`config.mk`:
```
export PLATFORM = sky130hd
export DESIGN_NAME = key_debounce_event_queue_flat
export DESIGN_NICKNAME = d
export VERILOG_FILES = /design/src/hw/rtl/kdq_pkg.sv /design/src/hw/rtl/kdq_ifs.sv /design/src/hw/rtl/key_debounce_event_queue.sv /design/src/hw/rtl/kdq_edge_store.sv /design/src/hw/rtl/kdq_press_ring.sv /design/src/flat_wrapper.sv
export SDC_FILE = /design/constraint.sdc
export NUM_CORES = 1
export LEC_CHECK = 0
export BUFFER_PORTS_ARGS = -buffer_cell sky130_fd_sc_hd__buf_4
export CORE_MARGIN = 1
export CORE_UTILIZATION = 60
export DETAILED_ROUTE_END_ITERATION = 8
export PLACE_DENSITY = 0.82
export SLEW_MARGIN = 40
export SYNTH_ARGS = -nofsm -noshare
export SYNTH_HDL_FRONTEND = slang
export SYNTH_HIERARCHICAL = 1
export SYNTH_SLANG_ARGS = --single-unit
export TNS_END_PERCENT = 1
```
`constraint.sdc`:
```
create_clock -name clk -period 15.3 [get_ports clk]
set_input_delay 2.295 -clock clk [delete_from_list [all_inputs] [get_ports clk]]
set_output_delay 2.295 -clock clk [all_outputs]
set_load 0.05 [all_outputs]
```
`src/hw/rtl/kdq_pkg.sv`:
```
// Shared types, codes and helpers of the key debounce and event queue block.
package kdq_pkg;

	typedef enum logic [2:0] {
		CMD_TICK       = 3'd0,
		CMD_KEY_EDGE   = 3'd1,
		CMD_TAKE_SHORT = 3'd2,
		CMD_TAKE_LONG  = 3'd3,
		CMD_CLEAR      = 3'd4,
		CMD_ARM_GUARD  = 3'd5,
		CMD_UPD_GUARD  = 3'd6,
		CMD_LONG_REACH = 3'd7
	} cmd_t;

	localparam logic [1:0] LK_NONE    = 2'd0;
	localparam logic [1:0] LK_BACK    = 2'd1;
	localparam logic [1:0] LK_CONFIRM = 2'd2;
	localparam logic [1:0] LK_INVALID = 2'd3;

	localparam logic [1:0] KEY_IDX_BACK    = 2'd0;
	localparam logic [1:0] KEY_IDX_CONFIRM = 2'd3;

	localparam logic CFG_DEBOUNCE = 1'b0;
	localparam logic CFG_GUARD    = 1'b1;

	localparam logic [15:0] DEBOUNCE_RESET = 16'd50;
	localparam logic [15:0] GUARD_RESET    = 16'd200;

	typedef struct packed {
		logic       push;
		logic       pop;
		logic       flush;
		logic [1:0] push_key;
	} ring_ctl_t;

	typedef struct packed {
		logic empty;
		logic full;
	} ring_stat_t;

	typedef struct packed {
		logic       short_valid;
		logic [1:0] short_key;
		logic [1:0] long_action;
		logic       edge_accepted;
		logic       timer_start;
		logic       timer_stop;
		logic [1:0] tracked_key;
		logic       guard_active;
		logic [7:0] overflow_count;
		logic [2:0] queue_count;
	} rsp_t;

	// A long key reads released when its pin is high; "none" counts as released.
	function automatic logic long_key_released(input logic [1:0] lk, input logic [3:0] levels);
		logic rel;
		rel = 1'b1;
		if (lk == LK_CONFIRM) begin
			rel = levels[3];
		end else if (lk == LK_BACK) begin
			rel = levels[0];
		end
		return rel;
	endfunction

endpackage

```
`src/hw/rtl/kdq_ifs.sv`:
```
// Valid/ready channel interfaces for commands and results.
interface kdq_req_if;
	logic       valid;
	logic       ready;
	logic [2:0] command;
	logic [1:0] key_index;
	logic [3:0] key_levels;
	logic       menu_mode;
	logic [1:0] long_key;

	modport source (output valid, command, key_index, key_levels, menu_mode, long_key,
		input ready);
	modport sink (input valid, command, key_index, key_levels, menu_mode, long_key,
		output ready);
endinterface

interface kdq_rsp_if;
	logic       valid;
	logic       ready;
	logic       short_valid;
	logic [1:0] short_key;
	logic [1:0] long_action;
	logic       edge_accepted;
	logic       timer_start;
	logic       timer_stop;
	logic [1:0] tracked_key;
	logic       guard_active;
	logic [7:0] overflow_count;
	logic [2:0] queue_count;

	modport source (output valid, short_valid, short_key, long_action, edge_accepted,
		timer_start, timer_stop, tracked_key, guard_active, overflow_count, queue_count,
		input ready);
	modport sink (input valid, short_valid, short_key, long_action, edge_accepted,
		timer_start, timer_stop, tracked_key, guard_active, overflow_count, queue_count,
		output ready);
endinterface

```
`src/hw/rtl/key_debounce_event_queue.sv`:
```
// An accepted command is registered into the s1 stage while the memories are read
// ahead of the read-modify-write; in ST_EXEC its result is registered into out_q
// once the output register is free. A new command is accepted only in ST_IDLE.
// A waiting result does not block acceptance of the next command.
// Reset clears all control state and sets debounce_ms to 50 and guard_ms to
// 200; the edge-time and press memories are not cleared.
module key_debounce_event_queue #(
	parameter int QUEUE_DEPTH = 8,
	parameter int KEY_COUNT   = 4
) (
	input  logic        clk,
	input  logic        arst_n,
	kdq_req_if.sink     req,
	kdq_rsp_if.source   rsp,
	input  logic        cfg_we,
	input  logic        cfg_index,
	input  logic [15:0] cfg_wdata
);

	localparam int PTR_W = $clog2(QUEUE_DEPTH);
	localparam int KI_W  = $clog2(KEY_COUNT);

	typedef enum logic {ST_IDLE, ST_EXEC} state_t;

	state_t state_q;

	logic [2:0] cmd_s1;
	logic [1:0] key_s1;
	logic [3:0] levels_s1;
	logic       menu_s1;
	logic [1:0] lk_s1;

	logic [31:0] now_q;
	logic [15:0] debounce_q;
	logic [15:0] guard_ms_q;
	logic [7:0]  drop_q;
	logic [1:0]  pending_q;
	logic [1:0]  tracked_q;
	logic [1:0]  guard_key_q;
	logic        guard_rel_q;
	logic [31:0] guard_time_q;

	logic          out_valid_q;
	kdq_pkg::rsp_t out_q;

	logic accept;
	logic fire;

	logic [31:0] rd_time_s1;
	logic        rd_valid_s1;
	logic [1:0]  ring_data_s1;
	logic [PTR_W:0] used;
	logic [PTR_W:0] used_nx;
	kdq_pkg::ring_ctl_t  ring_ctl;
	kdq_pkg::ring_stat_t ring_stat;

	logic [31:0] now_nx;
	logic [7:0]  drop_nx;
	logic [1:0]  pending_nx;
	logic [1:0]  tracked_nx;
	logic [1:0]  guard_key_nx;
	logic        guard_rel_nx;
	logic [31:0] guard_time_nx;
	logic        edge_wr;
	logic [1:0]  lk;
	logic [31:0] age;
	kdq_pkg::rsp_t res;

	assign accept    = req.valid && req.ready;
	assign req.ready = (state_q == ST_IDLE);
	assign fire      = (state_q == ST_EXEC) && (!out_valid_q || rsp.ready);

	kdq_edge_store #(.KEY_COUNT(KEY_COUNT)) u_edge_store (
		.clk         (clk),
		.arst_n      (arst_n),
		.rd_en       (accept),
		.rd_key      (KI_W'(req.key_index)),
		.wr_en       (edge_wr),
		.wr_key      (KI_W'(key_s1)),
		.wr_time     (now_q),
		.rd_time_s1  (rd_time_s1),
		.rd_valid_s1 (rd_valid_s1)
	);

	kdq_press_ring #(.QUEUE_DEPTH(QUEUE_DEPTH)) u_press_ring (
		.clk        (clk),
		.arst_n     (arst_n),
		.rd_en      (accept),
		.ctl        (ring_ctl),
		.rd_data_s1 (ring_data_s1),
		.stat       (ring_stat),
		.used       (used)
	);

	assign lk  = (lk_s1 == kdq_pkg::LK_INVALID) ? kdq_pkg::LK_NONE : lk_s1;
	assign age = now_q - rd_time_s1;

	always_comb begin
		logic [1:0] tracked_tmp;
		logic [1:0] want;
		now_nx        = now_q;
		drop_nx       = drop_q;
		pending_nx    = pending_q;
		tracked_nx    = tracked_q;
		guard_key_nx  = guard_key_q;
		guard_rel_nx  = guard_rel_q;
		guard_time_nx = guard_time_q;
		edge_wr       = 1'b0;
		ring_ctl      = '0;
		ring_ctl.push_key = key_s1;
		res           = '0;
		tracked_tmp   = tracked_q;
		want          = (key_s1 == kdq_pkg::KEY_IDX_BACK) ? kdq_pkg::LK_BACK : kdq_pkg::LK_CONFIRM;

		case (kdq_pkg::cmd_t'(cmd_s1))
			kdq_pkg::CMD_TICK: begin
				now_nx = now_q + 32'd1;
			end
			kdq_pkg::CMD_KEY_EDGE: begin
				// Low level and either the first edge or outside the debounce window.
				if (!levels_s1[key_s1] && !(rd_valid_s1 && age < {16'd0, debounce_q})) begin
					edge_wr = fire;
					res.edge_accepted = 1'b1;
					if (menu_s1) begin
						if (guard_key_q == kdq_pkg::LK_NONE) begin
							if (ring_stat.full) begin
								drop_nx = drop_q + 8'd1;
							end else begin
								ring_ctl.push = fire;
							end
						end
					end else if (key_s1 == kdq_pkg::KEY_IDX_BACK ||
							key_s1 == kdq_pkg::KEY_IDX_CONFIRM) begin
						if (tracked_q != kdq_pkg::LK_NONE &&
								kdq_pkg::long_key_released(tracked_q, levels_s1)) begin
							tracked_tmp = kdq_pkg::LK_NONE;
							res.timer_stop = 1'b1;
						end
						if (tracked_tmp == kdq_pkg::LK_NONE && guard_key_q == kdq_pkg::LK_NONE) begin
							tracked_tmp = want;
							res.timer_start = 1'b1;
						end
						tracked_nx = tracked_tmp;
					end
				end
			end
			kdq_pkg::CMD_TAKE_SHORT: begin
				if (!ring_stat.empty) begin
					res.short_valid = 1'b1;
					res.short_key   = ring_data_s1;
					ring_ctl.pop    = fire;
				end
			end
			kdq_pkg::CMD_TAKE_LONG: begin
				if (pending_q[1]) begin
					res.long_action = kdq_pkg::LK_CONFIRM;
					pending_nx[1]   = 1'b0;
				end else if (pending_q[0]) begin
					res.long_action = kdq_pkg::LK_BACK;
					pending_nx[0]   = 1'b0;
				end
			end
			kdq_pkg::CMD_CLEAR: begin
				ring_ctl.flush = fire;
			end
			kdq_pkg::CMD_ARM_GUARD: begin
				ring_ctl.flush = fire;
				guard_key_nx   = lk;
				guard_rel_nx   = 1'b0;
				guard_time_nx  = now_q;
			end
			kdq_pkg::CMD_UPD_GUARD: begin
				if (guard_key_q != kdq_pkg::LK_NONE) begin
					if (!guard_rel_q) begin
						if (kdq_pkg::long_key_released(guard_key_q, levels_s1)) begin
							guard_rel_nx  = 1'b1;
							guard_time_nx = now_q;
						end
					end else if ((now_q - guard_time_q) >= {16'd0, guard_ms_q}) begin
						guard_key_nx = kdq_pkg::LK_NONE;
						guard_rel_nx = 1'b0;
					end
				end
			end
			kdq_pkg::CMD_LONG_REACH: begin
				if (lk == kdq_pkg::LK_CONFIRM) begin
					pending_nx[1] = 1'b1;
				end else if (lk == kdq_pkg::LK_BACK) begin
					pending_nx[0] = 1'b1;
				end
			end
			default: begin
			end
		endcase

		// Queue occupancy after this command takes effect.
		if (ring_ctl.flush) begin
			used_nx = '0;
		end else if (ring_ctl.push) begin
			used_nx = used + 1'b1;
		end else if (ring_ctl.pop) begin
			used_nx = used - 1'b1;
		end else begin
			used_nx = used;
		end

		res.tracked_key    = tracked_nx;
		res.guard_active   = (guard_key_nx != kdq_pkg::LK_NONE);
		res.overflow_count = drop_nx;
		res.queue_count    = 3'(used_nx);
	end

	always_ff @(posedge clk) begin
		if (accept) begin
			cmd_s1    <= req.command;
			key_s1    <= req.key_index;
			levels_s1 <= req.key_levels;
			menu_s1   <= req.menu_mode;
			lk_s1     <= req.long_key;
		end
		if (fire) begin
			out_q <= res;
		end
	end

	always_ff @(posedge clk or negedge arst_n) begin
		if (!arst_n) begin
			state_q      <= ST_IDLE;
			out_valid_q  <= 1'b0;
			now_q        <= '0;
			debounce_q   <= kdq_pkg::DEBOUNCE_RESET;
			guard_ms_q   <= kdq_pkg::GUARD_RESET;
			drop_q       <= '0;
			pending_q    <= '0;
			tracked_q    <= kdq_pkg::LK_NONE;
			guard_key_q  <= kdq_pkg::LK_NONE;
			guard_rel_q  <= 1'b0;
			guard_time_q <= '0;
		end else begin
			if (cfg_we) begin
				if (cfg_index == kdq_pkg::CFG_DEBOUNCE) begin
					debounce_q <= cfg_wdata;
				end else begin
					guard_ms_q <= cfg_wdata;
				end
			end
			case (state_q)
				ST_IDLE: begin
					if (accept) begin
						state_q <= ST_EXEC;
					end
				end
				ST_EXEC: begin
					if (fire) begin
						state_q      <= ST_IDLE;
						now_q        <= now_nx;
						drop_q       <= drop_nx;
						pending_q    <= pending_nx;
						tracked_q    <= tracked_nx;
						guard_key_q  <= guard_key_nx;
						guard_rel_q  <= guard_rel_nx;
						guard_time_q <= guard_time_nx;
					end
				end
				default: begin
					state_q <= ST_IDLE;
				end
			endcase
			if (fire) begin
				out_valid_q <= 1'b1;
			end else if (rsp.ready) begin
				out_valid_q <= 1'b0;
			end
		end
	end

	assign rsp.valid          = out_valid_q;
	assign rsp.short_valid    = out_q.short_valid;
	assign rsp.short_key      = out_q.short_key;
	assign rsp.long_action    = out_q.long_action;
	assign rsp.edge_accepted  = out_q.edge_accepted;
	assign rsp.timer_start    = out_q.timer_start;
	assign rsp.timer_stop     = out_q.timer_stop;
	assign rsp.tracked_key    = out_q.tracked_key;
	assign rsp.guard_active   = out_q.guard_active;
	assign rsp.overflow_count = out_q.overflow_count;
	assign rsp.queue_count    = out_q.queue_count;

endmodule

```
`src/hw/rtl/kdq_edge_store.sv`:
```
// Per-key memory of the last accepted edge time, with valid flags.
module kdq_edge_store #(
	parameter int KEY_COUNT = 4,
	localparam int KI_W = $clog2(KEY_COUNT)
) (
	input  logic            clk,
	input  logic            arst_n,
	input  logic            rd_en,
	input  logic [KI_W-1:0] rd_key,
	input  logic            wr_en,
	input  logic [KI_W-1:0] wr_key,
	input  logic [31:0]     wr_time,
	output logic [31:0]     rd_time_s1,
	output logic            rd_valid_s1
);

	logic [31:0]          time_mem [KEY_COUNT];
	logic [KEY_COUNT-1:0] valid_q;

	always_ff @(posedge clk) begin
		if (wr_en) begin
			time_mem[wr_key] <= wr_time;
		end
		if (rd_en) begin
			rd_time_s1 <= time_mem[rd_key];
		end
	end

	always_ff @(posedge clk or negedge arst_n) begin
		if (!arst_n) begin
			valid_q     <= '0;
			rd_valid_s1 <= 1'b0;
		end else begin
			if (wr_en) begin
				valid_q[wr_key] <= 1'b1;
			end
			if (rd_en) begin
				rd_valid_s1 <= valid_q[rd_key];
			end
		end
	end

endmodule

```
`src/hw/rtl/kdq_press_ring.sv`:
```
// Short-press ring buffer: memory plus head and tail pointers.
module kdq_press_ring #(
	parameter int QUEUE_DEPTH = 8,
	localparam int PTR_W = $clog2(QUEUE_DEPTH)
) (
	input  logic               clk,
	input  logic               arst_n,
	input  logic               rd_en,
	input  kdq_pkg::ring_ctl_t ctl,
	output logic [1:0]         rd_data_s1,
	output kdq_pkg::ring_stat_t stat,
	output logic [PTR_W:0]     used
);

	localparam logic [PTR_W-1:0] LAST_PTR = PTR_W'(QUEUE_DEPTH - 1);
	localparam logic [PTR_W:0]   DEPTH_W  = (PTR_W+1)'(QUEUE_DEPTH);

	logic [1:0]       ring_mem [QUEUE_DEPTH];
	logic [PTR_W-1:0] head_q;
	logic [PTR_W-1:0] tail_q;
	logic [PTR_W-1:0] head_nx;
	logic [PTR_W-1:0] tail_nx;
	logic [PTR_W:0]   diff;

	assign head_nx = (head_q == LAST_PTR) ? '0 : head_q + 1'b1;
	assign tail_nx = (tail_q == LAST_PTR) ? '0 : tail_q + 1'b1;

	assign diff = {1'b0, head_q} - {1'b0, tail_q};
	assign used = (head_q >= tail_q) ? diff : diff + DEPTH_W;

	assign stat.empty = (head_q == tail_q);
	assign stat.full  = (head_nx == tail_q);

	always_ff @(posedge clk) begin
		if (ctl.push) begin
			ring_mem[head_q] <= ctl.push_key;
		end
		if (rd_en) begin
			rd_data_s1 <= ring_mem[tail_q];
		end
	end

	always_ff @(posedge clk or negedge arst_n) begin
		if (!arst_n) begin
			head_q <= '0;
			tail_q <= '0;
		end else begin
			if (ctl.push) begin
				head_q <= head_nx;
			end
			if (ctl.flush) begin
				tail_q <= head_q;
			end else if (ctl.pop) begin
				tail_q <= tail_nx;
			end
		end
	end

endmodule

```
`src/flat_wrapper.sv`:
```
// flat-port wrapper written by rule: the top's interface ports become plain ports
module key_debounce_event_queue_flat 
#(
	parameter int QUEUE_DEPTH = 8,
	parameter int KEY_COUNT   = 4
)
  (clk, arst_n, cfg_we, cfg_index, cfg_wdata, req_valid, req_command, req_key_index, req_key_levels, req_menu_mode, req_long_key, req_ready, rsp_valid, rsp_short_valid, rsp_short_key, rsp_long_action, rsp_edge_accepted, rsp_timer_start, rsp_timer_stop, rsp_tracked_key, rsp_guard_active, rsp_overflow_count, rsp_queue_count, rsp_ready);
  kdq_req_if req_i ();
  kdq_rsp_if rsp_i ();
  input  logic clk;
  input  logic arst_n;
  input  logic cfg_we;
  input  logic cfg_index;
  input  logic [15:0] cfg_wdata;
  input wire logic [$bits(req_i.valid)-1:0] req_valid;
  input wire logic [$bits(req_i.command)-1:0] req_command;
  input wire logic [$bits(req_i.key_index)-1:0] req_key_index;
  input wire logic [$bits(req_i.key_levels)-1:0] req_key_levels;
  input wire logic [$bits(req_i.menu_mode)-1:0] req_menu_mode;
  input wire logic [$bits(req_i.long_key)-1:0] req_long_key;
  output wire logic [$bits(req_i.ready)-1:0] req_ready;
  output wire logic [$bits(rsp_i.valid)-1:0] rsp_valid;
  output wire logic [$bits(rsp_i.short_valid)-1:0] rsp_short_valid;
  output wire logic [$bits(rsp_i.short_key)-1:0] rsp_short_key;
  output wire logic [$bits(rsp_i.long_action)-1:0] rsp_long_action;
  output wire logic [$bits(rsp_i.edge_accepted)-1:0] rsp_edge_accepted;
  output wire logic [$bits(rsp_i.timer_start)-1:0] rsp_timer_start;
  output wire logic [$bits(rsp_i.timer_stop)-1:0] rsp_timer_stop;
  output wire logic [$bits(rsp_i.tracked_key)-1:0] rsp_tracked_key;
  output wire logic [$bits(rsp_i.guard_active)-1:0] rsp_guard_active;
  output wire logic [$bits(rsp_i.overflow_count)-1:0] rsp_overflow_count;
  output wire logic [$bits(rsp_i.queue_count)-1:0] rsp_queue_count;
  input wire logic [$bits(rsp_i.ready)-1:0] rsp_ready;
  assign req_i.valid = req_valid;
  assign req_i.command = req_command;
  assign req_i.key_index = req_key_index;
  assign req_i.key_levels = req_key_levels;
  assign req_i.menu_mode = req_menu_mode;
  assign req_i.long_key = req_long_key;
  assign req_ready = req_i.ready;
  assign rsp_valid = rsp_i.valid;
  assign rsp_short_valid = rsp_i.short_valid;
  assign rsp_short_key = rsp_i.short_key;
  assign rsp_long_action = rsp_i.long_action;
  assign rsp_edge_accepted = rsp_i.edge_accepted;
  assign rsp_timer_start = rsp_i.timer_start;
  assign rsp_timer_stop = rsp_i.timer_stop;
  assign rsp_tracked_key = rsp_i.tracked_key;
  assign rsp_guard_active = rsp_i.guard_active;
  assign rsp_overflow_count = rsp_i.overflow_count;
  assign rsp_queue_count = rsp_i.queue_count;
  assign rsp_i.ready = rsp_ready;
  key_debounce_event_queue #(.QUEUE_DEPTH(QUEUE_DEPTH), .KEY_COUNT(KEY_COUNT)) u_core (.clk(clk), .arst_n(arst_n), .req(req_i), .rsp(rsp_i), .cfg_we(cfg_we), .cfg_index(cfg_index), .cfg_wdata(cfg_wdata));
endmodule
```
==> reports/results.ini, run 1 <==
[drt]
route.detailed.vias_per_inst=6.18
wl_um=40400
vias=12100
routedWlPerCell_um=20.6
postRouteAntennaNets=0
first_iter_violations=1190
drc=0
first_pass_iters=6

[power_and_ir_drop]
power_frac_clock=0.310
switching_share=0.325
power.switching_uw=945
power_density_mw_per_mm2=149
p_seq_frac=0.392
combinationalPowerShare=0.298
internal_power_mw=1.96
leakage_nw=8.00
ir_drop_v=0.0000751

[logic_synthesis]
synth_cells=1486
syn_nets=1629
ys_warn_count=6
synth_area_mm2=0.0175
avgSynthCellArea_um2=11.8

[floorplanning]
rows=62
die_h_um=173
die-area_mm2=0.0299
coreArea_mm2=0.0287
dieWidth_um=173
start_util=0.610
io-pin-count=58

[grt]
grt_pass1_wl_um=64600
grt_remaining_overflow=0
antenna_found_initial=0
track_usage=0.275
grt_pass1_vias=12200
grt_max_degree=66

[sta]
timing.fmax_ghz=0.157
holdWs_ns=0.475
worst_slew_pin_slew_ns=0.695
fin_setup_tns_ns=0
relSlewSlack=0.533
fin_crit_ns=6.37
period_share=0.416
finalHoldViolations=0
grt_setup_unrepaired=no
finalSetupViolCount=0
skew_ns=0.0238
timing.final.max_slew_violations=0

[placement]
numPortBuffers=57
gp_congestion=0.902
dpl.hpwl_um=27300

[cts]
path_clk_slew_ns=0.06
cts_root_buffer=clkbuf_16
clockBufferDepth=3
cts_tree=built
ctsResizeCount=0
cts_made_buffers=35
cts.sinks=336
cts_hold_buf=0
post_cts_buffers=0
clk_latency_ns=0.53
cts_max_level=2

[setup_path]
slowest_delay_ns=0.48
arrival_ns=6.76
path_max_fanout=21
endpoint_kind=register
crit_end=u_core/u_edge_store/valid_q[2]$_DFFE_PN0P_
crit_family=compound AO/OA/AOI/OAI gates
critPathLaunchType=register
r2r-end=u_core/u_edge_store/valid_q[2]$_DFFE_PN0P_
path_class=register to register
path_depth=22
r2r_cells=22
r2r-start=u_core/now_q[0]$_DFFE_PN0P_
path_buf_inv=4
cp_slowest_cell=or4_4
r2r_setup_slack_ns=8.93
cp_common_cell=inv_1
worstPathRequired_ns=15.69
worstSetupStartpoint=u_core/now_q[0]$_DFFE_PN0P_
path_cells=inv_1, ha_1, inv_1, fa_1, a21o_1, a221o_1, a211oi_4, o221a_4, xnor2_1, ha_1, a21o_1, a211oi_1, o311ai_0, nor4_1, nand4_1, or4_4, o21ai_4, nand2b_1, inv_1, and3b_2, buf_4, or2_2

[finish]
fin_util=0.682
multiInputGateArea_mm2=0.00733
fillCellCount=1962
drive_gt1_frac=0.134
nNetsFinal=1693
area_delta_synth_final_pct=11.8
seqCellArea_mm2=0.00948

[run]
drv_cap=0

[hold_path]
hold_path_depth=1
hp-class=register to register

[run_status]
status=complete, no violations

[worst min-delay path by stage]
stage / from / end
after global routing: u_core/u_edge_store/valid_q[3]$_DFFE_PN0P_ / u_core/u_edge_store/valid_q[3]$_DFFE_PN0P_
after floorplan: u_core/u_edge_store/valid_q[3]$_DFFE_PN0P_ / u_core/u_edge_store/valid_q[3]$_DFFE_PN0P_
final: u_core/u_edge_store/valid_q[1]$_DFFE_PN0P_ / u_core/u_edge_store/valid_q[1]$_DFFE_PN0P_
after CTS: u_core/u_edge_store/valid_q[1]$_DFFE_PN0P_ / u_core/u_edge_store/valid_q[1]$_DFFE_PN0P_
after detailed placement: u_core/u_edge_store/valid_q[2]$_DFFE_PN0P_ / u_core/u_edge_store/valid_q[2]$_DFFE_PN0P_
after global placement: u_core/u_edge_store/valid_q[3]$_DFFE_PN0P_ / u_core/u_edge_store/valid_q[3]$_DFFE_PN0P_
[routing by layer]
metal / up-vias / wire length, µm / GRT usage
met5: - / 0 / 0
met4: 0 / 1160 / 0.0929
met3: 89 / 2860 / 0.0455
met2: 506 / 19500 / 0.456
met1: 5971 / 16900 / 0.372
li1: 5539 / - / -
[layout make-up]
cell class,count,share of cell area
Tap cell,384,0.0245
Timing Repair Buffer,70,0.0293
Sequential cell,336,0.484
Clock inverter,22,0.0147
Inverter,137,0.0263
Clock buffer,40,0.0472
Multi-Input combinational cell,970,0.374
Antenna cell,1,0.000128
[state kept, by name, summed over array words and instances, names as in the netlist, 3 cells and up]
name                            flops
u_core/u_edge_store/time_mem      128
u_core/guard_time_q                32
u_core/now_q                       32
u_core/u_edge_store/rd_time_s1     32
u_core/debounce_q                  16
u_core/guard_ms_q                  16
u_core/u_press_ring/ring_mem       16
u_core/drop_q                       8
u_core/rsp.overflow_count           8
u_core/levels_s1                    4
u_core/u_edge_store/valid_q         4
u_core/cmd_s1                       3
u_core/rsp.queue_count              3
u_core/u_press_ring/head_q          3
u_core/u_press_ring/tail_q          3
[per-stage QoR]
stage	worst slack [ns]	instances	power, mW	cell area [µm²]
3_3_place_gp	8.82	1895	1.95	18300
2_1_floorplan	8.71	1486	1.76	17500
4_1_cts	8.79	1959	2.91	19600
5_1_grt	8.67	1959	3.06	19600
3_5_place_dp	8.82	1897	1.99	18400
6_report	8.93	1960	2.91	19600
[power groups by stage]
stage	registers [mW]	logic, mW	clock network [mW]
finish	1.14	0.867	0.903
CTS	1.14	0.858	0.916
global placement	1.15	0.801	0
detailed placement	1.15	0.837	0
global route	1.15	0.959	0.949
floorplan	1.17	0.598	0
[placed cells by master (no fill, tap or decap), drive strengths merged, types with 12 or more instances in the layout]
cell    instances
a211oi         13
a21o           25
a21oi          67
and3           15
buf            70
clkbuf         40
clkinv         13
dfrtp         118
edfxtp        212
ha            105
inv           138
mux2           22
mux4           37
nand2         144
nand3          31
nand4          31
nor2           76
nor2b          12
nor3           27
o21a           16
o21ai         102
xnor2          55
xor2           40
No activity file was read; power rests on OpenSTA's default activity.
==> run 2, diff against run 1 <==
Clock period 15.3 ns to 5.92 ns, I/O delays scaled along.
==> run 2 against run 1 <==
  * Wire length up 0.72%
  * Critical path depth fell by 1
  * Clock skew decreased by 0.00071 ns
  * Power increased to 2.6 times the previous value
  * Non-clock buffer count rose by 13
  * Largest power group unchanged
==> reports/results.ini, run 2 (same netlist as run 1, synthesis figures left out) <==
[drt]
wl_um=40600
drc=0
first_pass_iters=5
route.detailed.vias_per_inst=6.13
first_iter_violations=1121
wl_met2_um=19700
vias=12100
routedWlPerCell_um=20.5
postRouteAntennaNets=0
highest-signal-layer=met4
met3_length_um=2740
met1_length_um=16700

[sta]
period_share=0.941
timing.final.max_slew_violations=0
fin_crit_ns=5.57
grt_setup_unrepaired=no
timing.fmax_ghz=0.179
skew_ns=0.0231
holdWs_ns=0.331
worst_slew_pin_slew_ns=0.793
finalSetupViolCount=0
fin_setup_tns_ns=0
relSlewSlack=0.471
finalHoldViolations=0

[setup_path]
cp_slowest_cell=or4_4
crit_family=compound AO/OA/AOI/OAI gates
r2r_setup_slack_ns=0.35
critPathLaunchType=register
path_max_fanout=21
r2r_cells=21
slowest_delay_ns=0.47
worstPathRequired_ns=6.15
arrival_ns=5.80
r2r-start=u_core/now_q[0]$_DFFE_PN0P_
path_class=register to register
cp_common_cell=inv_1
r2r-end=u_core/u_edge_store/time_mem[0][17]$_DFFE_PP_
path_cells=inv_1, ha_1, inv_1, fa_1, a21o_1, a221o_1, a211oi_4, o221a_4, xnor2_1, ha_1, a21o_1, a211oi_1, o311ai_0, nor4_1, nand4_1, or4_4, o21ai_2, nand2b_1, inv_1, nor3b_4, buf_4
path_buf_inv=4
endpoint_kind=register

[placement]
dpl.hpwl_um=27700
gp_congestion=0.943
numPortBuffers=57

[floorplanning]
io-pin-count=58
start_util=0.610
die-area_mm2=0.0299
coreArea_mm2=0.0287
rows=62
die_h_um=173
dieWidth_um=173

[grt]
track_usage=0.280
grt_pass1_wl_um=65400
grt_pass1_vias=12300
antenna_found_initial=0
grt_max_degree=58
grt_remaining_overflow=0

[finish]
mostFrequentLayoutCells=edfxtp_1, nand2_1, inv_1
area_delta_synth_final_pct=12.5
regMostFlops=u_core/u_edge_store/time_mem
antennaDiodeCount=0
drive_gt1_frac=0.139
largest_register_ffs=128
nNetsFinal=1708
final_common_cell=edfxtp_1

[power_and_ir_drop]
power_density_mw_per_mm2=387
power.switching_mw=2.48
combinationalPowerShare=0.299
switching_share=0.325
p_seq_frac=0.385
finalPower_mw=7.62
internal_power_mw=5.15
ir_drop_v=0.000280
power_frac_clock=0.315
leakage_nw=8.07

[cts]
cts.sinks=336
path_clk_slew_ns=0.06
cts_tree=built
cts_made_buffers=37
cts_hold_buf=0
clockBufferDepth=3
cts_max_level=2
cts_root_buffer=clkbuf_16
clk_latency_ns=0.53

[run_status]
status=complete, no violations

[hold_path]
hp-class=primary input to async pin

[run]
drv_cap=0

[run 2: cell count changes in the layout (fill, tap and decap cells not counted), sizes merged]
cell,delta
buf,+13
clkinv,-4
inv,-1
bufinv,-1
clkinvlp,+1
diode,-1
clkbuf,+11
[run 2: timing repair]
item                                    4_1_cts  5_1_grt
buffers inserted                              0        0
endpoints found under the setup margin        0        1
resized for setup                             0        1
[run 2: layout make-up]
| cell class | instances | area, µm² |
|---|---|---|
| flip-flops and latches | 336 | 9480 |
| fillers | 2025 | 9000 |
| multi-input cells | 970 | 7320 |
| clock buffers | 51 | 1030 |
| repair buffers | 83 | 634 |
| inverters | 137 | 514 |
| well taps | 384 | 480 |
| clock inverters | 17 | 243 |
[run 2: worst reg2reg max path, cell delays in order, from the launching register on]
cell,delay (ns)
dfrtp_1,0.38
inv_1,0.12
ha_1,0.20
inv_1,0.06
fa_1,0.41
a21o_1,0.20
a221o_1,0.44
a211oi_4,0.31
o221a_4,0.27
xnor2_1,0.12
ha_1,0.28
a21o_1,0.19
a211oi_1,0.22
o311ai_0,0.16
nor4_1,0.33
nand4_1,0.15
or4_4,0.47
o21ai_2,0.14
nand2b_1,0.17
inv_1,0.09
nor3b_4,0.23
buf_4,0.33
[run 2: power groups by stage]
stage	registers [mW]	clock network [mW]	logic (mW)
final	2.94	2.40	2.28
after global routing	2.97	2.54	2.54
after CTS	2.94	2.44	2.25
after detailed placement	2.98	0	2.21
after global placement	2.96	0	2.10
after floorplan	3.01	0	1.55
[run 2: worst max path at each step]
stage	startpoint	endpoint	slack, ns	cells past startpoint
after floorplan	u_core/now_q[0]$_DFFE_PN0P_	u_core/u_edge_store/time_mem[1][0]$_DFFE_PP_	0.36	23
after global placement	u_core/now_q[0]$_DFFE_PN0P_	u_core/u_edge_store/time_mem[1][22]$_DFFE_PP_	0.53	22
after detailed placement	u_core/now_q[0]$_DFFE_PN0P_	u_core/u_edge_store/time_mem[1][22]$_DFFE_PP_	0.47	22
after CTS	u_core/now_q[0]$_DFFE_PN0P_	u_core/u_edge_store/time_mem[1][21]$_DFFE_PP_	0.39	22
after global routing	u_core/now_q[1]$_DFFE_PN0P_	u_core/rsp.guard_active$_DFFE_PP_	0.03	18
final	u_core/now_q[0]$_DFFE_PN0P_	u_core/u_edge_store/time_mem[0][17]$_DFFE_PP_	0.35	21
[run 2: through the flow]
stage | setup slack (ns) | cells | util | area (µm²)
finish | 0.349 | 1978 | 0.686 | 19700
global route | 0.0332 | 1978 | 0.686 | 19700
CTS | 0.386 | 1978 | 0.686 | 19700
detailed placement | 0.468 | 1910 | 0.642 | 18400
global placement | 0.527 | 1909 | 0.641 | 18400
floorplan | 0.358 | 1486 | - | 17500
[run 2: layer usage]
layer	GRT usage	vias up
met5	0	-
met4	0.115	0
met3	0.0460	107
met2	0.465	485
met1	0.368	5952
li1	-	5584
==> run 3, diff against run 2 <==
Settings changed: CORE_UTILIZATION 60 to 57.
Clock period 5.92 ns to 4.7 ns, I/O delays scaled along.
==> run 3 against run 2 <==
  * The flow now finishes with violations (negative setup slack)
  * Final cell count up 3.6%
  * Sequential share of layout area down 1.5 points
  * Clock skew down 0.0034 ns
  * Global-route usage up 0.27 points
  * Critical path type unchanged
  * Largest cell class unchanged
==> reports/results.ini, run 3 (same netlist as run 1, synthesis figures left out) <==
[run_status]
status=complete, but fails checks
violations=negative setup slack

[setup_path]
path_cells=inv_4, ha_4, inv_2, fa_2, a21o_1, a221o_1, a211oi_4, o221a_4, xnor2_2, ha_1, nand4_1, o211ai_1, a211oi_2, o311ai_1, nor4_1, nand4_1, or4_4, o21ai_4, nand2b_4, inv_4, and3b_4, buf_6, or2_4
worstPathRequired_ns=5.10
cp_slowest_cell=or4_4
crit_family=compound AO/OA/AOI/OAI gates
slowest_delay_ns=0.45
arrival_ns=5.27
path_depth=23
path_max_fanout=5
path_class=register to register
endpoint_kind=register
critPathLaunchType=register
path_buf_inv=4
r2r_setup_slack_ns=-0.17
r2r_cells=23

[drt]
routedWlPerCell_um=21.2
vias=12600
first_pass_iters=6
route.detailed.vias_per_inst=6.15
wl_um=43500
drc=0
first_iter_violations=1233
postRouteAntennaNets=0

[grt]
grt_pass1_vias=12500
track_usage=0.282
antenna_found_initial=1
grt_pass1_wl_um=67900
grt_remaining_overflow=0
grt_max_degree=91

[cts]
cts_hold_buf=0
cts_made_buffers=35
cts_max_level=2
clk_latency_ns=0.52
clockBufferDepth=3
cts.sinks=336
cts_root_buffer=clkbuf_16
cts_tree=built
path_clk_slew_ns=0.06

[placement]
gp_congestion=0.971
place_ws_ns=-0.262
dp.cells=1979
dpl.hpwl_um=30200
numPortBuffers=57
dpl_cell_area_mm2=0.0190

[finish]
final_common_cell=edfxtp_1
drive_gt1_frac=0.192
mostFrequentLayoutCells=edfxtp_1, nand2_1, buf_4
largest_register_ffs=128
design_area_mm2=0.0203
regMostFlops=u_core/u_edge_store/time_mem
area_delta_synth_final_pct=16.2
fin_cells=2049
nNetsFinal=1775

[power_and_ir_drop]
power_density_mw_per_mm2=472
leakage_nw=8.39
ir_drop_v=0.000306

[floorplanning]
coreArea_mm2=0.0300
io-pin-count=58
die_h_um=177
die-area_mm2=0.0314
rows=63
start_util=0.585
dieWidth_um=177

[sta]
finalSetupViolCount=142
timing.fmax_ghz=0.205
grt_setup_unrepaired=yes
relSlewSlack=0.464
finalHoldViolations=0
holdWs_ns=0.211
fin_crit_ns=4.87
skew_ns=0.0197
period_share=1.04
finalWorstSetupSlack_ns=-0.173
worst_slew_pin_slew_ns=0.803
timing.final.max_slew_violations=0
fin_setup_tns_ns=-12.79

[run]
drv_cap=0

[hold_path]
hp-class=primary input to async pin

## run 3: cell types whose count changed in the layout (fill, tap and decap cells not counted), sizes merged
| cell | change |
|---|---|
| clkbuf | -2 |
| diode | +1 |
| clkinv | +2 |
| buf | +69 |
| inv | +1 |
| bufinv | -6 |
## run 3: per-layer routing
metal / part of all wire / GRT usage / up-vias
met4: 0.025 / 0.0801 / 0
met2: 0.49 / 0.477 / 611
met3: 0.082 / 0.0445 / 100
li1: - / - / 5727
met5: 0 / 0 / -
met1: 0.40 / 0.378 / 6168
## run 3: power breakdown
| part | switching (mW) | total [mW] | internal (mW) |
|---|---|---|---|
| Sequential | 0.213 | 3.68 | 3.47 |
| Clock | 1.14 | 2.63 | 1.50 |
| Combinational | 1.89 | 3.29 | 1.40 |
| Total | 3.24 | 9.61 | 6.37 |
## run 3: area by class of cell
class / instances / area (µm²)
fill: 2056 / 9610
sequential: 336 / 9480
multi-input combinational: 970 / 7480
timing repair buffer: 152 / 1290
clock buffer: 49 / 1000
inverter: 137 / 519
tap: 390 / 488
clock inverter: 14 / 83.8
antenna: 1 / 2.50
## run 3: worst paths after layout
kind                                                            startpoint                                          to
worst max-delay path                           u_core/now_q[0]$_DFFE_PN0P_  u_core/u_edge_store/valid_q[2]$_DFFE_PN0P_
max in group asynchronous                                           arst_n            u_core/debounce_q[5]$_DFFE_PN1P_
min in group clk                                            req_command[2]                  u_core/cmd_s1[2]$_DFFE_PP_
worst max register to register                 u_core/now_q[0]$_DFFE_PN0P_  u_core/u_edge_store/valid_q[2]$_DFFE_PN0P_
worst min-delay path                                                arst_n         u_core/guard_time_q[24]$_DFFE_PN0P_
worst min register to register  u_core/u_edge_store/valid_q[1]$_DFFE_PN0P_  u_core/u_edge_store/valid_q[1]$_DFFE_PN0P_
## run 3: metrics by stage
step	utilization	power [mW]
after floorplan	-	5.76
after global placement	0.636	6.61
after detailed placement	0.636	6.77
after CTS	0.677	9.49
after global routing	0.679	10.1
final	0.679	9.61
## run 3: timing repair
| item | 4_1_cts | 5_1_grt |
|---|---|---|
| cloned | 1 | 0 |
| pin swaps | 16 | 7 |
| resized for setup | 20 | 21 |
| setup endpoints to repair | 174 | 181 |
| setup buffers | 5 | 0 |
## run 3: worst register-to-register path: stages, from the launching register on
cell,delay [ns]
dfrtp_2,0.43
inv_4,0.08
ha_4,0.14
inv_2,0.04
fa_2,0.35
a21o_1,0.20
a221o_1,0.40
a211oi_4,0.27
o221a_4,0.24
xnor2_2,0.10
ha_1,0.27
nand4_1,0.09
o211ai_1,0.10
a211oi_2,0.17
o311ai_1,0.12
nor4_1,0.19
nand4_1,0.12
or4_4,0.45
o21ai_4,0.15
nand2b_4,0.18
inv_4,0.07
and3b_4,0.25
buf_6,0.13
or2_4,0.22
